--- config.mk ---
export PLATFORM = sky130hd
export DESIGN_NAME = rsm_regfile
export DESIGN_NICKNAME = d
export VERILOG_FILES = /design/src/sv/assert_macros.svh /design/src/sv/rsm_pkg.sv /design/src/sv/rsm_regfile.sv
export SDC_FILE = /design/constraint.sdc
export NUM_CORES = 2
export LEC_CHECK = 0
export BUFFER_PORTS_ARGS = -buffer_cell sky130_fd_sc_hd__buf_2
export CORE_MARGIN = 2
export CORE_UTILIZATION = 36
export DETAILED_ROUTE_END_ITERATION = 10
export SYNTH_ARGS = -nofsm -noshare
export SYNTH_HDL_FRONTEND = slang
export SYNTH_SLANG_ARGS = --single-unit
--- constraint.sdc ---
create_clock -name clk_i -period 2.3 [get_ports clk_i]
set_input_delay 0.345 -clock clk_i [delete_from_list [all_inputs] [get_ports clk_i]]
set_output_delay 0.345 -clock clk_i [all_outputs]
set_load 0.005 [all_outputs]
--- src/sv/assert_macros.svh ---
// Assertion helpers for the rsm blocks.
`ifndef ASSERT_MACROS_SVH
`define ASSERT_MACROS_SVH
`ifndef NO_ASSERTIONS
`define RSM_ASSERT(lbl, clk, rst_n, prop) \
  lbl: assert property (@(posedge clk) disable iff (!rst_n) prop) else $error("rsm check failed");
`define RSM_NEVER(lbl, clk, rst_n, cond) \
  lbl: assert property (@(posedge clk) disable iff (!rst_n) !(cond)) else $error("rsm never");
`else
`define RSM_ASSERT(lbl, clk, rst_n, prop)
`define RSM_NEVER(lbl, clk, rst_n, cond)
`endif
`endif

--- src/sv/rsm_pkg.sv ---
`default_nettype none
package rsm_pkg;
  localparam int NUM_SLOTS   = 7;
  localparam int FRAME_BYTES = 512;
  localparam int NUM_REGS    = 32;   // power of two: index wraps by truncation
  localparam int REG_AW      = $clog2(NUM_REGS);
  localparam int CFG_W       = 7;
  localparam int ROW_COUNT   = FRAME_BYTES / 8;
  localparam int ROW_AW      = $clog2(ROW_COUNT);
  localparam int FRAME_AW    = $clog2(FRAME_BYTES);
  localparam int ADDR_W      = $clog2(NUM_SLOTS * (2**CFG_W - 1) + FRAME_BYTES + 9);

  typedef enum logic [4:0] {
    K_MOV = 5'd0, K_SETIMM = 5'd1, K_GT = 5'd2, K_LT = 5'd3, K_GE = 5'd4,
    K_LE = 5'd5, K_EQ = 5'd6, K_NE = 5'd7, K_RET = 5'd8, K_ADD = 5'd9,
    K_SUB = 5'd10, K_MUL = 5'd11, K_DIV = 5'd12, K_MOD = 5'd13,
    K_ST = 5'd14, K_STREG = 5'd15, K_LD = 5'd16
  } kind_e;

  typedef enum logic [1:0] {
    ST_OK = 2'd0, ST_DIVZ = 2'd1, ST_RANGE = 2'd2
  } status_e;

  typedef enum logic [7:0] {
    S_IDLE = 8'b0000_0001,
    S_EXEC = 8'b0000_0010,
    S_MUL  = 8'b0000_0100,
    S_DIV  = 8'b0000_1000,
    S_LDA  = 8'b0001_0000,
    S_LDB  = 8'b0010_0000,
    S_STB  = 8'b0100_0000,
    S_DONE = 8'b1000_0000
  } state_e;

  typedef struct packed {
    logic              en;
    logic [ROW_AW-1:0] row;
    logic [63:0]       data;
    logic [7:0]        mask;
  } frm_wr_t;
endpackage
`default_nettype wire

--- src/sv/rsm_regfile.sv ---
`default_nettype none
module rsm_regfile
  import rsm_pkg::*;
(
  input  wire logic              clk_i,
  input  wire logic              rst_ni,
  input  wire logic              rd_en_i,
  input  wire logic [REG_AW-1:0] rd_a_addr_i,
  input  wire logic [REG_AW-1:0] rd_b_addr_i,
  output logic [63:0]            rd_a_data_o,
  output logic [63:0]            rd_b_data_o,
  input  wire logic              wr_en_i,
  input  wire logic [REG_AW-1:0] wr_addr_i,
  input  wire logic [63:0]       wr_data_i
);
  logic [63:0]         mem [NUM_REGS];
  logic [NUM_REGS-1:0] vld_q;
  logic [63:0]         a_q, b_q;
  logic                av_q, bv_q;

  always_ff @(posedge clk_i) begin
    if (wr_en_i) begin
      mem[wr_addr_i] <= wr_data_i;
    end
    if (rd_en_i) begin
      a_q <= mem[rd_a_addr_i];
      b_q <= mem[rd_b_addr_i];
    end
  end

  // unwritten entries read as zero
  always_ff @(posedge clk_i or negedge rst_ni) begin
    if (!rst_ni) begin
      vld_q <= '0;
      av_q  <= 1'b0;
      bv_q  <= 1'b0;
    end else begin
      if (wr_en_i) vld_q[wr_addr_i] <= 1'b1;
      if (rd_en_i) begin
        av_q <= vld_q[rd_a_addr_i];
        bv_q <= vld_q[rd_b_addr_i];
      end
    end
  end

  assign rd_a_data_o = av_q ? a_q : 64'd0;
  assign rd_b_data_o = bv_q ? b_q : 64'd0;
endmodule
`default_nettype wire

==> results_dict.tcl <==
set metrics [dict create \
    cts-root-buf "clkbuf_16" \
    path_class "register to output pin" \
    route.antenna.remaining_nets 0 \
    max_cap_violations 0 \
    max-slew-margin-rel 0.212 \
    holdPathStages 4 \
    route.vias.total 54025 \
    synth_ff_type "edfxtp_1" \
    status "finished with violations" \
    hpwl_um 192000 \
    initial_core_util 0.362 \
    num_rows 193 \
    final_core_util 0.438 \
    stdcell_area_um2 121000 \
    core_um2 276000 \
    grt_setup_unrepaired "yes" \
    r2r_start "mem[23][15]" \
    drt_first_iter_violations 7074 \
    async_flop_share 0.0154 \
    yosysTopAreaCell "edfxtp_1" \
    netlist_area_um2 100000 \
    hold_ws_ns 0.0787 \
    multi_input_area_um2 32800 \
    fp.dieH_um 531 \
    synth_xor_xnor_area_share 0 \
    cp_top_family "flip-flops" \
    first_global_vias 55331 \
    place_area_um2 112000 \
    worstMarginPinSlew_ns 1.18 \
    antenna_found_initial 27 \
    synth_compound_area_frac 0.00821 \
    worstPathArrival_ns 2.05 \
    crit_start "av_q" \
    gp_congestion 0.810 \
    syn_avg_cell_area_um2 22.9 \
    peakVddDrop_mv 0.632 \
    fmax_mhz 418 \
    numPortBuffers 210 \
    cp-end-kind "output pin" \
    path_buf_inv 3 \
    p_leak_nw 38.8 \
    final-setup-viol-count 87 \
    die_width_um 531 \
    yosys_warnings 0 \
    crit_chain "buf_12 -> buf_8 -> and2_4 -> buf_6" \
    synthMostInstantiatedCell "edfxtp_1" \
    slowest_stage "dfrtp_4" \
    synth.top_cell.area_share 0.654 \
    regArea_um2 66200 \
    r2r_setup_slack_ns 0.28 \
    drt-total-wl_um 318000 \
    dr_wl_met3_um 27000 \
    drt-met1-wl_um 126000 \
    yosys.area_share.simple 0.0142 \
    critPathMaxStageDelay_ns 0.54 \
    cp_num_cells 4 \
    area_growth_pct 21.0 \
    ys_seq_area_frac 0.662 \
    routed.top_layer "met5" \
    vias_per_cell 6.03 \
    grt.total_usage 0.225 \
    cts_tree "built" \
    die_area_um2 282000 \
    path_clk_slew_ns 0.06 \
    clock-sinks 2210 \
    muxShareOfSynthArea 0.300 \
    critPathLaunchType "register" \
    worstHoldPathType "primary input to register" \
    total_power_mw 93.0 \
    h-tree-depth 4 \
    report.final.slew_viol_count 0 \
    clk_latency_ns 0.91 \
    tns_ns -5.23 \
    drc 0 \
    period_needed_ns 2.39 \
    powerDensity_nw_per_um2 769 \
    synth_top_family_by_area "multiplexers" \
    dp_cells 8443 \
    grt_max_degree 58 \
    hold_viol_final 0 \
    rr_endpoint "b_q[15]" \
    route.met2.wl_um 156000 \
    syn_nets 4445 \
    clockBufferDepth 4 \
    critical_path.max_fanout 7 \
    endpoint "rd_a_data_o[10]" \
    layout.nets 5136 \
    synth_common_cells "2,176 x edfxtp_1, 1,211 x mux4_2, 163 x clkbuf_1, 151 x mux2_2, 129 x and2_1" \
    violations "setup timing" \
    wl_per_cell_um 35.5 \
    io_pins 211 \
    ff2ff_path_depth 3 \
    numCtsBuffers 231 \
    drive_gt1_frac 0.499 \
    grt-ovfl-total 0 \
    n_fill_cell 23307 \
    synth-edff-count 2176 \
    synthCells 4362 \
    synthAdderAreaFrac 0 \
    finalCritPeriodShare 1.04 \
    fin_cells 8958 \
    first_pass_iters 8 \
    synth.distinct_cells 34 \
    crit_required_ns 1.96 \
    fin_ws_ns -0.0912 \
    post-place-ws_ns -0.446 \
    synthTopCellsByArea "edfxtp_1 65%, mux4_2 27%, mux2_2 1.7%" \
    fin_skew_ns 0.0724 \
    synth-seq-cells 2210 \
    grt_pass1_wl_um 442000 \
]
==> repair_timing <==
action,CTS,global route
endpoints found under the setup margin,128,123
cloned,2,3
setup buffers,13,0
gates resized for setup,150,61
endpoints found under the hold margin,2084,0
pin swaps,0,0
hold buffers,67,0
==> worst min-delay path by stage <==
stage	from	to
after floorplan	rst_ni	av_q
after global placement	rst_ni	vld_q[26]
after detailed placement	rst_ni	vld_q[26]
after CTS	rd_a_addr_i[4]	av_q
after global routing	rd_a_addr_i[4]	av_q
final	rd_a_addr_i[4]	av_q
==> layer usage <==
layer  global-route usage  vias to the layer above
met5                    0                        -
met3               0.0389                      486
li1                     -                    20862
met4               0.0588                        6
met2                0.369                     2879
met1                0.310                    29792
==> state kept, by name, summed over array words and instances (netlist names) <==
signal	cells
av_q	1
mem	2048
vld_q	32
b_q	64
bv_q	1
a_q	64
==> logic make-up after synthesis <==
| logic type | after synthesis |
|---|---|
| compound gates | 106 |
| buf+inv | 338 |
| flops | 2210 |
| mux | 1466 |
| simple gates | 242 |
==> placed cells by master, fill, tap and decap left out, drive strengths merged, types with 3 or more instances in the layout <==
cell type    instances
a211o               11
a21o                 6
a21oi                8
a221o               31
a31o                 3
and2               129
buf                726
bufinv              31
clkbuf             266
clkinv             109
clkinvlp            11
dfrtp               34
diode               12
dlygate4sd3         67
edfxtp            2176
inv                  7
mux2               151
mux2i              104
mux4              1211
nand2                8
nand2b               6
nand3                3
nand3b               5
nor2                34
nor2b               14
nor3b                3
o22ai               42
or2                 35
or3b                 3
==> where the power goes <==
| part | switching (mW) | internal, mW | total, mW |
|---|---|---|---|
| clock network | 16.1 | 22.1 | 38.2 |
| registers | 0.471 | 45.1 | 45.6 |
| logic | 4.46 | 4.71 | 9.17 |
| total | 21.0 | 72.0 | 93.0 |
==> cell type report <==
type / instances / share of cell area
sequential: 2210 / 0.547
clock inverter: 157 / 0.0133
timing repair buffer: 795 / 0.0802
multi-input combinational: 1814 / 0.271
clock buffer: 264 / 0.0496
antenna: 12 / 0.000248
inverter: 1 / 0.0000310
tap: 3705 / 0.0383
==> tightest hold or removal path, cell delays in order <==
cell and delay [ns]:
buf_6 0.13, buf_12 0.19, a21oi_1 0.15, o32ai_1 0.08
Note: power is estimated with default switching activity, not from simulation.
