===== src/sv/assert_macros.svh =====
// Assertion helpers for the rsm blocks.
`ifndef ASSERT_MACROS_SVH
`define ASSERT_MACROS_SVH
`ifndef NO_ASSERTIONS
`define RSM_ASSERT(lbl, clk, rst_n, prop) \
  lbl: assert property (@(posedge clk) disable iff (!rst_n) prop) else $error("rsm check failed");
`define RSM_NEVER(lbl, clk, rst_n, cond) \
  lbl: assert property (@(posedge clk) disable iff (!rst_n) !(cond)) else $error("rsm never");
`else
`define RSM_ASSERT(lbl, clk, rst_n, prop)
`define RSM_NEVER(lbl, clk, rst_n, cond)
`endif
`endif


===== src/sv/rsm_pkg.sv =====
`default_nettype none
package rsm_pkg;
  localparam int NUM_SLOTS   = 7;
  localparam int FRAME_BYTES = 512;
  localparam int NUM_REGS    = 32;   // power of two: index wraps by truncation
  localparam int REG_AW      = $clog2(NUM_REGS);
  localparam int CFG_W       = 7;
  localparam int ROW_COUNT   = FRAME_BYTES / 8;
  localparam int ROW_AW      = $clog2(ROW_COUNT);
  localparam int FRAME_AW    = $clog2(FRAME_BYTES);
  localparam int ADDR_W      = $clog2(NUM_SLOTS * (2**CFG_W - 1) + FRAME_BYTES + 9);

  typedef enum logic [4:0] {
    K_MOV = 5'd0, K_SETIMM = 5'd1, K_GT = 5'd2, K_LT = 5'd3, K_GE = 5'd4,
    K_LE = 5'd5, K_EQ = 5'd6, K_NE = 5'd7, K_RET = 5'd8, K_ADD = 5'd9,
    K_SUB = 5'd10, K_MUL = 5'd11, K_DIV = 5'd12, K_MOD = 5'd13,
    K_ST = 5'd14, K_STREG = 5'd15, K_LD = 5'd16
  } kind_e;

  typedef enum logic [1:0] {
    ST_OK = 2'd0, ST_DIVZ = 2'd1, ST_RANGE = 2'd2
  } status_e;

  typedef enum logic [7:0] {
    S_IDLE = 8'b0000_0001,
    S_EXEC = 8'b0000_0010,
    S_MUL  = 8'b0000_0100,
    S_DIV  = 8'b0000_1000,
    S_LDA  = 8'b0001_0000,
    S_LDB  = 8'b0010_0000,
    S_STB  = 8'b0100_0000,
    S_DONE = 8'b1000_0000
  } state_e;

  typedef struct packed {
    logic              en;
    logic [ROW_AW-1:0] row;
    logic [63:0]       data;
    logic [7:0]        mask;
  } frm_wr_t;
endpackage
`default_nettype wire


===== src/sv/rsm_frame.sv =====
`default_nettype none
module rsm_frame
  import rsm_pkg::*;
(
  input  wire logic              clk_i,
  input  wire logic              rst_ni,
  input  wire logic              rd_en_i,
  input  wire logic [ROW_AW-1:0] rd_row_i,
  output logic [63:0]            rd_data_o,
  input  wire frm_wr_t           wr_i
);
  logic [63:0]          mem [ROW_COUNT];
  logic [ROW_COUNT-1:0] vld_q;
  logic [63:0]          rd_q;
  logic                 rv_q;

  // a first write to a row zero-fills the bytes it does not cover
  always_ff @(posedge clk_i) begin
    if (wr_i.en) begin
      for (int k = 0; k < 8; k++) begin
        if (wr_i.mask[k] || !vld_q[wr_i.row]) begin
          mem[wr_i.row][8*k +: 8] <= wr_i.mask[k] ? wr_i.data[8*k +: 8] : 8'h00;
        end
      end
    end
    if (rd_en_i) begin
      rd_q <= mem[rd_row_i];
    end
  end

  always_ff @(posedge clk_i or negedge rst_ni) begin
    if (!rst_ni) begin
      vld_q <= '0;
      rv_q  <= 1'b0;
    end else begin
      if (wr_i.en) vld_q[wr_i.row] <= 1'b1;
      if (rd_en_i) rv_q <= vld_q[rd_row_i];
    end
  end

  assign rd_data_o = rv_q ? rd_q : 64'd0;
endmodule
`default_nettype wire


===== config.mk =====
export PLATFORM = sky130hd
export DESIGN_NAME = rsm_frame
export DESIGN_NICKNAME = d
export VERILOG_FILES = /design/src/sv/assert_macros.svh /design/src/sv/rsm_pkg.sv /design/src/sv/rsm_frame.sv
export SDC_FILE = /design/constraint.sdc
export NUM_CORES = 2
export LEC_CHECK = 0
export BUFFER_PORTS_ARGS = -buffer_cell sky130_fd_sc_hd__buf_4
export CORE_MARGIN = 4
export CORE_UTILIZATION = 36
export DETAILED_ROUTE_END_ITERATION = 8
export PLACE_DENSITY = 0.57
export SETUP_SLACK_MARGIN = 0.02
export SYNTH_ARGS = -nofsm -noshare
export SYNTH_HDL_FRONTEND = slang
export SYNTH_SLANG_ARGS = --single-unit

===== constraint.sdc =====
create_clock -name clk_i -period 3.6 [get_ports clk_i]
set_input_delay 0.72 -clock clk_i [delete_from_list [all_inputs] [get_ports clk_i]]
set_output_delay 0.72 -clock clk_i [all_outputs]
set_load 0.02 [all_outputs]

==> metrics list <==
- Final cell area excluding filler cells: 0.195 sq mm
- Of the synthesized area, sequential elements account for 0.770.
- Static timing analysis puts the maximum clock frequency at 274 MHz.
* Number of antenna violations at the first check in global routing: 58
- Measured against its own limit, the worst slew margin works out to 0.162.
- Post-Syn Nets: 7,024
* Register-to-Register Setup Slack: -40 ps
* Worst Path Buf+Inv: 1
- Average cell area after synthesis: 23.7 sq um
- For the final routed database, the setup TNS stands at -825 ps.
- The checks that failed: setup timing.
* Required time of the critical path: 4160 ps
- Among all flip-flop cells after synthesis, the most frequent one is sky130_fd_sc_hd__edfxtp_1.
- Final setup skew: 71.0 ps
- For this run, asynchronously set or reset flops after synthesis account for 0.0154.
* Share of synthesized area spent on multiplexers: 0.188
* Largest stage delay, worst path: 1000 ps
- The total count of max-transition violations in the final report is 0.
* Proportion of layout cells with a drive suffix above 1: 0.392
- In this run the cell area measured after placement is 0.181 sq mm.
* Weighted congestion reported at the end of routability-driven placement: 0.855
- Floorplan die height: 684 um
- The floorplan step defined a die boundary enclosing 0.467 sq mm.
- For the pin with the worst max-slew slack, the measured transition is 1260 ps.
- Area of the core: 0.454 sq mm
- Clock-pin slew was measured on the worst setup and hold paths at 60 ps.
- Number of routed nets with antenna violations: 0
- The worst setup path is launched from a flip-flop.
- Fraction of the mapped netlist area in compound gates: 0.00278
* Hold Fails Final Rpt: 0
- Placed wire-length estimate after detailed placement: 315,000 um
- P per Cell Area: 539 mW/mm^2
* Share of the core filled with cells: 0.430
* Total track usage: 0.197
- Final period utilization: 1.01
- The layout has 38,369 filler cells.
* Post-Layout Cell Count: 14,485
- DRC violation count after routing: 0
- In the layout the commonest cells are sky130_fd_sc_hd__edfxtp_1 (4,160), sky130_fd_sc_hd__mux4_2 (1,358), sky130_fd_sc_hd__buf_4 (1,020), sky130_fd_sc_hd__nor3_1 (461), sky130_fd_sc_hd__clkbuf_16 (435).
- Fraction of post-synthesis cell area in the top cell type by area: 0.760
* Longest Clk Path Bufs: 4
- Number of warnings issued by yosys: 0
- Port buffer count: 151
- Effective utilization at floorplan: 0.362
* Most common cell after layout, fill and taps aside: sky130_fd_sc_hd__edfxtp_1
- The H-tree generated during clock tree synthesis spans 5 levels.
* Placed insts: 13,649
- Along the worst path, the maximum fanout reaches 48.
- Share of synthesized cell area in and, or, nand and nor gates: 0.0268
- Max-cap check violation count: 0
* CP delay by family, top: simple AND/OR/NAND/NOR gates
- Entering global routing, the biggest net connects 67 pins.
- After synthesis, the largest family of logic cells by area is multiplexers.
* GRT overflow: 0
* EDFF count, synth: 4,160
- Overall via count from detail_route: 80,741
* Worst-Skew Late Latency: 970 ps
* Flip-flop and latch count after synthesis: 4,225
* Post-synthesis share of cell area spent on full adders, half adders and majority gates: 0
* Largest voltage drop on the vdd net: 0.000466 V
- Largest area contributor in the synthesized netlist: sky130_fd_sc_hd__edfxtp_1
* Setup slack after placement: -720 ps
* Hold crit path type: in -> reg
- Clock tree synthesis selected as its root buffer the cell sky130_fd_sc_hd__clkbuf_16.
- Global-route wire length before repair: 657,000 um
* Avg WL per Cell: 32.3 um
- From synthesis to final layout, the design area changed by 18.7%.
- In this run, CTS created clock tree buffers numbering 428.
* Data arrival time of the worst path: 4210 ps
- The critical path is of the reg -> reg type.
* Final net count: 8,192
- In the routed layout, each cell is associated on average with a via count of 5.57.
- After the first detailed-routing iteration, the DRC count stood at 10,223.
- Post-Route WL: 468,000 um
- TritonCTS clock tree: yes
- In this run the count of I/O pins placed on the die edge is 152.
- Total number of placement rows: 247
- Post-synthesis cell area: 0.164 sq mm
* Standby leakage power: 57.3 nW
* RSZ-0062 raised after global routing: true
* Post-Syn Instances: 6,936
* Synth Area in XOR/XNOR: 0
- Walking the worst path, the cells encountered are or3b_2 > a21oi_1 > o41ai_1 > o32ai_2 > and3b_2 > buf_12 > nor3_1.
- The via count of the first global-routing pass was 81,819.
- The pre-antenna-repair detailed-routing pass consisted of 6 iterations.
- Slowest library cell on the worst path: sky130_fd_sc_hd__nor3_1
- Endpoint kind of the worst setup timing path: flip-flop
- Status: complete, but fails checks
* CTS Sinks: 4,225
- Number of distinct library cell variants in the gate-level netlist after synthesis: 48
- In the post-route analysis, the smallest setup slack over all paths is -44.4 ps.
- Shortest period the worst path allows: 3640 ps
- Width of the chip: 684 um
* Setup violations, final: 57
- Top cells by area, synth: sky130_fd_sc_hd__edfxtp_1 (76%), sky130_fd_sc_hd__mux4_2 (19%), sky130_fd_sc_hd__nor3_1 (1.6%), sky130_fd_sc_hd__dfrtp_1 (0.99%), sky130_fd_sc_hd__buf_2 (0.57%)
logic make-up (layout without fill, tap and decap cells):
kind of cell           after synthesis  in the layout
other                                0             44
and+or+nand+nor                    836            836
muxes                             1387           1387
AOI/OAI and AO/OA                   46             46
DFF                               4225           4225
buffers and inverters              442           1971
sequential cells by signal (all words and copies together) (netlist names):
signal and count:
vld_q 64, rv_q 1, rd_q 64, mem 4096
path summary, 6_finish.rpt:
check | from | endpoint | cells past startpoint
setup reg to reg | vld_q[56] | mem[9][26] | 7
hold / removal | wr_i[68] | mem[55][60] | 2
max in group asynchronous | rst_ni | rv_q | 2
min in group asynchronous | rst_ni | vld_q[63] | 2
setup / recovery | vld_q[56] | mem[9][26] | 7
hold reg to reg | vld_q[12] | vld_q[12] | 1
per-layer routing:
layer	routed length, um	global-route usage	vias to the layer above
li1	-	-	32342
met2	226000	0.317	3714
met1	187000	0.274	44008
met3	39500	0.0360	669
met5	92	0	-
met4	16100	0.0598	8
power breakdown:
part           total (W)  internal, W  leakage (nW)  switching (W)
clock network     0.0442       0.0253          6.80         0.0189
logic            0.00598      0.00246          16.9        0.00352
registers         0.0548       0.0546          33.6       0.000269
worst reg2reg max path: stages, from the launching register on:
cell and delay (ps):
sky130_fd_sc_hd__dfrtp_1 410, sky130_fd_sc_hd__or3b_2 200, sky130_fd_sc_hd__a21oi_1 70, sky130_fd_sc_hd__o41ai_1 510, sky130_fd_sc_hd__o32ai_2 420, sky130_fd_sc_hd__and3b_2 380
sky130_fd_sc_hd__buf_12 190, sky130_fd_sc_hd__nor3_1 1050
synth_stat cells (2+ instances only):
library cell,n
sky130_fd_sc_hd__a211oi_1,4
sky130_fd_sc_hd__a211oi_4,8
sky130_fd_sc_hd__a21oi_1,8
sky130_fd_sc_hd__a221oi_1,7
sky130_fd_sc_hd__a22oi_1,2
sky130_fd_sc_hd__and2_1,129
sky130_fd_sc_hd__and3b_1,8
sky130_fd_sc_hd__buf_1,50
sky130_fd_sc_hd__buf_2,186
sky130_fd_sc_hd__buf_4,21
sky130_fd_sc_hd__buf_6,7
sky130_fd_sc_hd__clkbuf_1,174
sky130_fd_sc_hd__dfrtp_1,65
sky130_fd_sc_hd__edfxtp_1,4160
sky130_fd_sc_hd__inv_1,2
sky130_fd_sc_hd__inv_2,2
sky130_fd_sc_hd__mux2_2,4
sky130_fd_sc_hd__mux2i_1,25
sky130_fd_sc_hd__mux4_2,1358
sky130_fd_sc_hd__nand2_1,70
sky130_fd_sc_hd__nand2b_1,69
sky130_fd_sc_hd__nand3_1,5
sky130_fd_sc_hd__nand3b_1,6
sky130_fd_sc_hd__nor2_1,16
sky130_fd_sc_hd__nor2b_1,6
sky130_fd_sc_hd__nor3_1,520
sky130_fd_sc_hd__o21ai_0,2
sky130_fd_sc_hd__or3b_2,2
area by class of cell:
| type | count | area [sq um] | share of cell area |
|---|---|---|---|
| Tap cell | 5976 | 7480 | 0.0383 |
| Multi-Input combinational cell | 2269 | 36200 | 0.185 |
| Clock inverter | 266 | 2630 | 0.0135 |
| Sequential cell | 4225 | 127000 | 0.649 |
| Timing Repair Buffer | 1176 | 10800 | 0.0551 |
| Clock buffer | 525 | 11300 | 0.0580 |
| Inverter | 4 | 15.0 | 0.0000770 |
| Antenna cell | 44 | 110 | 0.000565 |
metrics by stage:
stage          total power [W]  hold slack, ps
3_3_place_gp            0.0618             477
6_report                 0.105             266
3_5_place_dp            0.0619             478
5_1_grt                  0.108             218
2_1_floorplan           0.0591             424
4_1_cts                  0.106             177
what timing repair did:
item,CTS,global route
endpoints found under the setup margin,32,582
endpoints found under the hold margin,65,0
setup buffers,0,0
gates resized for setup,4,43
hold buffers,1,0
No activity file was read; power rests on OpenSTA's default activity.
