**src/sv/assert_macros.svh**
```systemverilog
// Assertion helpers for the rsm blocks.
`ifndef ASSERT_MACROS_SVH
`define ASSERT_MACROS_SVH
`ifndef NO_ASSERTIONS
`define RSM_ASSERT(lbl, clk, rst_n, prop) \
  lbl: assert property (@(posedge clk) disable iff (!rst_n) prop) else $error("rsm check failed");
`define RSM_NEVER(lbl, clk, rst_n, cond) \
  lbl: assert property (@(posedge clk) disable iff (!rst_n) !(cond)) else $error("rsm never");
`else
`define RSM_ASSERT(lbl, clk, rst_n, prop)
`define RSM_NEVER(lbl, clk, rst_n, cond)
`endif
`endif

```
**src/sv/rsm_pkg.sv**
```systemverilog
`default_nettype none
package rsm_pkg;
  localparam int NUM_SLOTS   = 7;
  localparam int FRAME_BYTES = 512;
  localparam int NUM_REGS    = 32;   // power of two: index wraps by truncation
  localparam int REG_AW      = $clog2(NUM_REGS);
  localparam int CFG_W       = 7;
  localparam int ROW_COUNT   = FRAME_BYTES / 8;
  localparam int ROW_AW      = $clog2(ROW_COUNT);
  localparam int FRAME_AW    = $clog2(FRAME_BYTES);
  localparam int ADDR_W      = $clog2(NUM_SLOTS * (2**CFG_W - 1) + FRAME_BYTES + 9);

  typedef enum logic [4:0] {
    K_MOV = 5'd0, K_SETIMM = 5'd1, K_GT = 5'd2, K_LT = 5'd3, K_GE = 5'd4,
    K_LE = 5'd5, K_EQ = 5'd6, K_NE = 5'd7, K_RET = 5'd8, K_ADD = 5'd9,
    K_SUB = 5'd10, K_MUL = 5'd11, K_DIV = 5'd12, K_MOD = 5'd13,
    K_ST = 5'd14, K_STREG = 5'd15, K_LD = 5'd16
  } kind_e;

  typedef enum logic [1:0] {
    ST_OK = 2'd0, ST_DIVZ = 2'd1, ST_RANGE = 2'd2
  } status_e;

  typedef enum logic [7:0] {
    S_IDLE = 8'b0000_0001,
    S_EXEC = 8'b0000_0010,
    S_MUL  = 8'b0000_0100,
    S_DIV  = 8'b0000_1000,
    S_LDA  = 8'b0001_0000,
    S_LDB  = 8'b0010_0000,
    S_STB  = 8'b0100_0000,
    S_DONE = 8'b1000_0000
  } state_e;

  typedef struct packed {
    logic              en;
    logic [ROW_AW-1:0] row;
    logic [63:0]       data;
    logic [7:0]        mask;
  } frm_wr_t;
endpackage
`default_nettype wire

```
**src/sv/rsm_div.sv**
```systemverilog
`default_nettype none
module rsm_div
  import rsm_pkg::*;
(
  input  wire logic        clk_i,
  input  wire logic        rst_ni,
  input  wire logic        start_i,
  input  wire logic [63:0] dividend_i,
  input  wire logic [63:0] divisor_i,
  output logic             done_o,
  output logic [63:0]      quo_o,
  output logic [63:0]      rem_o
);
  logic        busy_q, done_q;
  logic [5:0]  cnt_q;
  logic [63:0] quo_q, rem_q, den_q;
  logic [64:0] trial;
  logic        fits;

  // restoring, one quotient bit per cycle
  assign trial = {rem_q, quo_q[63]};
  assign fits  = trial >= {1'b0, den_q};

  always_ff @(posedge clk_i or negedge rst_ni) begin
    if (!rst_ni) begin
      busy_q <= 1'b0;
      done_q <= 1'b0;
      cnt_q  <= '0;
    end else begin
      done_q <= 1'b0;
      if (start_i) begin
        busy_q <= 1'b1;
        cnt_q  <= '0;
      end else if (busy_q) begin
        cnt_q <= cnt_q + 6'd1;
        if (cnt_q == 6'd63) begin
          busy_q <= 1'b0;
          done_q <= 1'b1;
        end
      end
    end
  end

  always_ff @(posedge clk_i) begin
    if (start_i) begin
      quo_q <= dividend_i;
      rem_q <= '0;
      den_q <= divisor_i;
    end else if (busy_q) begin
      quo_q <= {quo_q[62:0], fits};
      rem_q <= fits ? 64'(trial - {1'b0, den_q}) : trial[63:0];
    end
  end

  assign done_o = done_q;
  assign quo_o  = quo_q;
  assign rem_o  = rem_q;
endmodule
`default_nettype wire

```
**config.mk**
```make
export PLATFORM = sky130hd
export DESIGN_NAME = rsm_div
export DESIGN_NICKNAME = d
export VERILOG_FILES = /design/src/sv/assert_macros.svh /design/src/sv/rsm_pkg.sv /design/src/sv/rsm_div.sv
export SDC_FILE = /design/constraint.sdc
export NUM_CORES = 1
export LEC_CHECK = 0
export BUFFER_PORTS_ARGS = -buffer_cell sky130_fd_sc_hd__buf_4
export CORE_UTILIZATION = 50
export DETAILED_ROUTE_END_ITERATION = 16
export GPL_TIMING_DRIVEN = 0
export PLACE_DENSITY = 0.76
export SKIP_LAST_GASP = 1
export SLEW_MARGIN = 20
export SYNTH_ARGS = -nofsm -noshare
export SYNTH_HDL_FRONTEND = slang
export SYNTH_SLANG_ARGS = --single-unit
```
**constraint.sdc**
```tcl
create_clock -name clk_i -period 8.79 [get_ports clk_i]
set_input_delay 0.4395 -clock clk_i [delete_from_list [all_inputs] [get_ports clk_i]]
set_output_delay 0.4395 -clock clk_i [all_outputs]
set_load 0.005 [all_outputs]
```
==> results of run 1 <==
[routing by layer]
layer | vias to the layer above | wire length, um | part of all wire | global-route usage
met2 | 565 | 17900 | 0.47 | 0.4924
met1 | 5405 | 15460 | 0.41 | 0.3835
met4 | 0 | 1227 | 0.032 | 0.1171
met3 | 81 | 3582 | 0.094 | 0.06616
met5 | - | 0 | 0 | 0
li1 | 5389 | - | - | -
[registers in the layout, summed over array words and instances (netlist names)]
signal	cells
done_o	1
rem_o	64
cnt_q	6
quo_o	64
busy_q	1
den_q	64
[layout make-up]
class	count	area [um2]
Fill cell	2128	8905
Multi-Input combinational cell	948	6306
Sequential cell	200	5325
Timing Repair Buffer	261	1974
Clock buffer	17	425.4
Tap cell	324	405.4
Buffer	84	394.1
Inverter	82	310.3
Clock inverter	15	202.7
[synth_stat cells, types with 3 or more instances]
cell type | n | share of area
o31a_1 | 3 | 0.0021
nand4b_1 | 3 | 0.0021
ha_1 | 65 | 0.066
buf_2 | 22 | 0.0089
a211o_1 | 3 | 0.0021
edfxtp_1 | 128 | 0.31
or4_1 | 3 | 0.0018
o21ai_0 | 68 | 0.028
nor3_1 | 21 | 0.0085
a311oi_2 | 4 | 0.0049
a21o_1 | 20 | 0.012
and3_1 | 6 | 0.0030
o21bai_1 | 12 | 0.0073
or3_1 | 8 | 0.0041
nand2_1 | 147 | 0.045
o22ai_1 | 4 | 0.0020
mux2i_1 | 13 | 0.011
inv_1 | 81 | 0.025
dfxtp_1 | 64 | 0.10
a21oi_1 | 93 | 0.038
a211oi_1 | 25 | 0.015
a311oi_1 | 33 | 0.023
dfrtp_1 | 8 | 0.016
xnor2_1 | 25 | 0.018
a21boi_0 | 5 | 0.0030
a31oi_1 | 12 | 0.0061
mux2_2 | 66 | 0.060
o31ai_1 | 7 | 0.0043
o21a_1 | 8 | 0.0049
buf_6 | 6 | 0.0055
xor2_1 | 24 | 0.017
nand4_1 | 33 | 0.017
a2bb2oi_1 | 3 | 0.0021
o311ai_0 | 3 | 0.0021
a22oi_1 | 3 | 0.0018
clkbuf_1 | 53 | 0.016
nor4_1 | 11 | 0.0056
and2_1 | 4 | 0.0020
nand2b_1 | 9 | 0.0046
nor2_1 | 128 | 0.039
and4_1 | 3 | 0.0021
nor2b_1 | 7 | 0.0036
nand3_1 | 19 | 0.0077
o211ai_1 | 10 | 0.0061
a221oi_1 | 6 | 0.0043
[worst register-to-register path: stages (launching register included)]
cell	delay (ns)
dfxtp_1	0.36
ha_1	0.29
clkbuf_1	0.30
nand4_1	0.18
or4_1	0.57
or4_1	0.51
nor4_1	0.21
a21oi_1	0.17
o311ai_4	0.16
buf_2	0.41
nand2_1	0.38
o21ai_0	0.29
[logic make-up after synthesis]
group | count (synthesis) | synth area share
xor gates and xnor gates | 49 | 0.03480
adders and majority gates | 66 | 0.06757
muxes | 79 | 0.07081
and+or+nand+nor | 411 | 0.1523
AOI/OAI and AO/OA | 343 | 0.1859
buffers and inverters | 166 | 0.05691
DFF | 200 | 0.4318
[power breakdown]
group,internal (W),switching [W],leakage [nW]
clock network,0.000399,0.000447,0.305
logic,0.000785,0.00107,4.35
registers,0.00117,0.000162,1.93
[final timing paths]
path,from,end
min in group asynchronous,rst_ni,cnt_q[4]$_DFFE_PN0P_
setup / recovery,rem_o[14]$_SDFFE_PP0P_,rem_o[47]$_SDFFE_PP0P_
hold reg to reg,rem_o[17]$_SDFFE_PP0P_,rem_o[18]$_SDFFE_PP0P_
max in group asynchronous,rst_ni,cnt_q[0]$_DFFE_PN0P_
hold / removal,divisor_i[7],den_q[7]$_DFFE_PP_
setup reg to reg,rem_o[14]$_SDFFE_PP0P_,rem_o[47]$_SDFFE_PP0P_
[layout by cell type (no fill, tap or decap), types with 25 or more instances in the layout]
cell      instances
buf_4           260
nand2_1         147
nor2_1          128
edfxtp_1        128
a21oi_1          93
inv_1            80
o21ai_0          68
mux2_2           66
ha_1             65
dfxtp_1          64
clkbuf_1         53
nand4_1          33
a311oi_1         33
a211oi_1         25
xnor2_1          25
[metrics by stage]
| stage | util | cell area, um2 | worst slack (ns) | hold slack (ns) |
|---|---|---|---|---|
| floorplan | - | 12330 | 5.787 | 0.1439 |
| detailed placement | 0.6065 | 14710 | 5.054 | 0.2642 |
| global route | 0.6328 | 15340 | 4.623 | 0.1446 |
| global placement | 0.6055 | 14680 | 4.328 | 0.2633 |
| CTS | 0.6328 | 15340 | 5.013 | 0.1425 |
| finish | 0.6328 | 15340 | 4.881 | 0.1463 |
[repair_timing]
action,4_1_cts,5_1_grt
endpoints found under the hold margin,8,0
hold buffers,1,0
buffers inserted,0,0
setup endpoints to repair,0,0
==> summary.txt, run 1 <==
STA
  – Slew HR: 0.3262
  – Slew Limit Fails: 0
  – Clock Skew: 0.02446 ns
  – Final setup violating endpoints: 0
  – Fin. Hold Viols: 0
  – Worst slew pin tran: 0.9967 ns
  – Fin Setup TNS: 0 ns
  – Fmax: 255.8 MHz
  – Min cycle time layout: 3.909 ns
  – Tcrit/Tclk final: 0.4447
  – Unrepaired setup endpoints after global routing: no

Place
  – Placer Congestion: 0.9356
  – DP Cell Count: 1898
  – Final HPWL DP: 28760 um
  – # port buffers: 259

Synthesis
  – Count of cell types in the netlist: 70
  – Avg Cell Area, Syn: 9.386 um2
  – Top FF cell, synth: edfxtp_1
  – Synth Cell Area: 12330 um2
  – Post-synthesis register bit count: 200
  – Async set or reset register ratio after synthesis: 0.04000
  – EDFF count, synth: 128
  – Mapped Cells: 1314
  – Yosys warns: 0
  – Seq/Total Area, Yosys: 0.4318
  – Syn_nets: 1511

Floorplan
  – Ports: 260
  – Rows: 57
  – Die extent in x: 159.1 um
  – Initial Util: 0.5086
  – CORE AREA: 24250 um2
  – Die height: 159.1 um
  – DIE AREA: 25300 um2

Pwr
  – Worst vdd ir: 0.1307 mV
  – Cell Pwr Density: 262.9 nW/um2
  – Total Power: 0.004034 W
  – Leak pwr: 6.585 nW

Route
  – DRT iter0 DRCs: 1081
  – Drt total wl: 38170 um
  – Antenna viol nets, final: 0
  – Via count: 11440
  – Number of remaining DRC errors: 0
  – Vias/cell: 5.924
  – Wire per inst: 19.77 um
  – DR pass1 iterations: 8

Worst setup path
  – CP endpoint kind: register
  – R2R cell count: 11
  – Crit path cell chain: ha_1 > clkbuf_1 > nand4_1 > or4_1 > or4_1 > nor4_1 > a21oi_1 > o311ai_4 > buf_2 > nand2_1 > o21ai_0
  – Startpoint Class: register
  – Critical path depth: 11
  – Worst Path Max Fanout: 10
  – R2R setup slack: 4.88 ns
  – Kind of cell adding the most delay to the critical path: simple AND/OR/NAND/NOR gates
  – CP required: 9.16 ns
  – Critical Path Max Stage Delay: 0.57 ns
  – WS Path Type: register to register
  – Cell mode on critical path: or4_1
  – Worst Path Arrival: 4.28 ns
  – Slowest-stage cell, CP: or4_1
  – Worst Path Buf+Inv: 2

Flow run
  – Max Cap Violations: 0

Cells and area
  – Ant diodes: 0
  – Area Growth Syn to Fin: 24.41%
  – Post-Layout Cell Count: 1931
  – Final layout net count: 1791
  – Share of post-route cells with drive strength above 1: 0.2514

Status
  – Status: completed

Clock tree
  – Clk slew on worst S/H paths: 0.10 ns
  – Post-CTS resize count: 0
  – CTS Sinks: 200
  – Total CTS buffers: 17
  – Root Buffer: clkbuf_16
  – TritonCTS clock tree: built
  – Clk_lat worst skew: 0.46 ns
  – CTS H-Tree Depth: 4
  – Max Root-Sink Buffers: 2

Global routing
  – First-pass GRT wire length: 59570 um
  – Largest net degree at the start of global routing: 66
  – Total track usage: 0.2992
  – Initial antenna violation count: 0
  – Gr ovfl total: 0
  – Vias in the first global route: 10952

Worst hold path
  – Hold WC Path Type: input port to register
  – Hold Path Depth: 1
Power figures use the tool's default switching activity.
==> inputs of run 2 (changes only) <==
- clock period: 8.79 -> 3.8 ns (I/O delays scaled with it)
==> summary.txt, run 2 (same netlist as run 1, synthesis figures left out) <==
Route
  – DR pass1 iterations: 5 (-3)
  – DRT iter0 DRCs: 1080 (-0.093%)
  – Wire per inst: 19.49 um (-1.4%)
  – Via count: 11687 (+2.2%)
  – Antenna viol nets, final: 0 (unchanged)
  – Drt total wl: 38860 um (+1.8%)
  – Vias/cell: 5.861 (-1.1%)
  – Number of remaining DRC errors: 0 (unchanged)

STA
  – Clock Skew: 0.02360 ns (-0.0008598 ns)
  – Fmax: 267.0 MHz (+4.4%)
  – Min cycle time layout: 3.745 ns (-0.1633 ns)
  – Tcrit/Tclk final: 0.9857 (+0.5410)
  – Fin. Hold Viols: 0 (unchanged)
  – Unrepaired setup endpoints after global routing: yes
  – Slew HR: 0.3813 (+0.05514)
  – Fin Setup TNS: 0 ns (unchanged)
  – Worst slew pin tran: 0.9280 ns (-0.06866 ns)
  – Slew Limit Fails: 0 (unchanged)
  – Final setup violating endpoints: 0 (unchanged)

Pwr
  – Reg power frac: 0.327 (-0.003)
  – Leak pwr: 6.867 nW (+4.3%)
  – Clock Power Share: 0.208 (-0.002)
  – Gate power share: 0.465 (+0.004)
  – Switching share of power: 0.4161 (-0.001178)
  – Pint: 0.005490 W (+130%)
  – Sw Pwr: 0.003912 W (+130%)
  – Worst vdd ir: 0.2983 mV (+130%)
  – Cell Pwr Density: 586.9 nW/um2 (+120%)
  – Total Power: 0.009402 W (+130%)

Cells and area
  – Area Growth Syn to Fin: 29.89%
  – Final layout net count: 1854 (+3.5%)
  – Most common cell after layout, fill and taps aside: buf_4
  – Ant diodes: 0 (unchanged)
  – Post-Layout Cell Count: 1994 (+3.3%)
  – Commonest non-fill, non-tap cells in the layout: 262 x buf_4, 146 x nand2_1, 128 x nor2_1, 128 x edfxtp_1, 92 x a21oi_1
  – Share of post-route cells with drive strength above 1: 0.2461 (-0.005292)
  – # fillers: 2032 (-4.5%)

Worst setup path
  – Critical path depth: 12 (+1)
  – Critical Path Max Stage Delay: 0.64 ns (+0.07 ns)
  – Setup crit end: rem_o[51]$_SDFFE_PP0P_
  – Worst r2r src: den_q[24]$_DFFE_PP_
  – RR Endpoint: rem_o[51]$_SDFFE_PP0P_
  – Crit path cell chain: inv_1 > ha_1 > buf_2 > nand4_1 > or4_1 > or4_1 > nor4_1 > a21oi_1 > o311ai_4 > buf_2 > nand2_2 > o21ai_0
  – Startpoint Class: register
  – CP required: 4.17 ns (-4.99 ns)
  – R2R setup slack: 0.05 ns (-4.83 ns)
  – Worst Path Arrival: 4.12 ns (-0.16 ns)
  – CP endpoint kind: register
  – WS Path Type: register to register
  – Kind of cell adding the most delay to the critical path: simple AND/OR/NAND/NOR gates
  – Setup crit start: den_q[24]$_DFFE_PP_
  – Worst Path Buf+Inv: 3 (+1)
  – R2R cell count: 12 (+1)
  – Worst Path Max Fanout: 10 (unchanged)
  – Slowest-stage cell, CP: or4_1

Worst hold path
  – Hold WC Path Type: input port to register
  – Hold Path Origin: dividend_i[30]

Floorplan
  – Rows: 57 (unchanged)
  – DIE AREA: 25300 um2 (unchanged)
  – Initial Util: 0.5086 (unchanged)
  – Die height: 159.1 um (unchanged)
  – Die extent in x: 159.1 um (unchanged)
  – Ports: 260 (unchanged)
  – CORE AREA: 24250 um2 (unchanged)

Place
  – Placer Congestion: 0.9356 (unchanged)
  – DP Cell Count: 1898 (unchanged)
  – # port buffers: 259 (unchanged)
  – Final HPWL DP: 28760 um (unchanged)

Global routing
  – First-pass GRT wire length: 60920 um (+2.3%)
  – Initial antenna violation count: 0 (unchanged)
  – Largest net degree at the start of global routing: 66 (unchanged)
  – Total track usage: 0.3051 (+0.005845)
  – Gr ovfl total: 0 (unchanged)
  – Vias in the first global route: 11268 (+2.9%)

Clock tree
  – Clk slew on worst S/H paths: 0.09 ns (about the same)
  – Max Root-Sink Buffers: 2 (unchanged)
  – CTS H-Tree Depth: 4 (unchanged)
  – TritonCTS clock tree: built
  – CTS Sinks: 200 (unchanged)
  – Total CTS buffers: 17 (unchanged)
  – Clk_lat worst skew: 0.46 ns (about the same)
  – Root Buffer: clkbuf_16

Flow run
  – Max Cap Violations: 0 (unchanged)

Status
  – Status: completed
run 2: stage by stage:
| stage | hold slack (ns) | setup slack [ns] | util | area [um2] |
|---|---|---|---|---|
| 2_1_floorplan | -0.1056 | 0.7967 | - | 12330 |
| 3_3_place_gp | 0.01376 | -0.4129 | 0.6055 | 14680 |
| 3_5_place_dp | 0.01465 | 0.06391 | 0.6065 | 14710 |
| 4_1_cts | 0.01796 | 0.02344 | 0.6592 | 15980 |
| 5_1_grt | 0.01900 | -0.09480 | 0.6606 | 16020 |
| 6_report | 0.02395 | 0.05451 | 0.6606 | 16020 |
run 2: timing repair:
action / in CTS / in global routing
gates resized for setup: 0 / 7
setup endpoints to repair: 0 / 42
hold buffers: 65 / 0
hold endpoints to repair: 72 / 0
buffers inserted: 0 / 2
run 2: worst min path at each step:
stage / cells past startpoint / slack (ns) / endpoint
2_1_floorplan: 0 / -0.11 / busy_q$_DFF_PN0_
3_3_place_gp: 1 / 0.01 / cnt_q[0]$_DFFE_PN0P_
3_5_place_dp: 1 / 0.01 / cnt_q[0]$_DFFE_PN0P_
4_1_cts: 2 / 0.02 / quo_o[43]$_DFFE_PP_
5_1_grt: 2 / 0.02 / quo_o[43]$_DFFE_PP_
6_report: 2 / 0.02 / quo_o[30]$_DFFE_PP_
run 2: per-layer routing:
metal,share of wire,global-route usage,wire (um)
met1,0.40,0.3903,15620
met2,0.47,0.5084,18440
met3,0.091,0.06147,3543
met4,0.032,0.1176,1250
met5,0,0,0
run 2: final cells by class:
type	count	area (um2)	share of cell area
tap	324	405.4	0.02531
clock inverter	15	202.7	0.01265
timing repair buffer	327	2630	0.1642
multi-input combinational	948	6337	0.3956
inverter	82	310.3	0.01937
sequential	200	5325	0.3324
clock buffer	17	425.4	0.02656
buffer	81	382.9	0.02390
run 2: power by group through the flow:
| stage | Combinational, W | Sequential, W | Clock (W) |
|---|---|---|---|
| 6_report | 0.00437 | 0.00308 | 0.00195 |
| 5_1_grt | 0.00479 | 0.00312 | 0.00205 |
| 2_1_floorplan | 0.00279 | 0.00302 | 0 |
| 4_1_cts | 0.00428 | 0.00307 | 0.00197 |
| 3_5_place_dp | 0.00419 | 0.00311 | 0 |
| 3_3_place_gp | 0.00413 | 0.00311 | 0 |
run 2: worst register-to-register path, stage by stage (launching register included):
cell and delay (ns):
edfxtp_1 0.33, inv_1 0.05, ha_1 0.30, buf_2 0.21, nand4_1 0.15, or4_1 0.64
or4_1 0.50, nor4_1 0.21, a21oi_1 0.17, o311ai_4 0.16, buf_2 0.42, nand2_2 0.27
o21ai_0 0.27
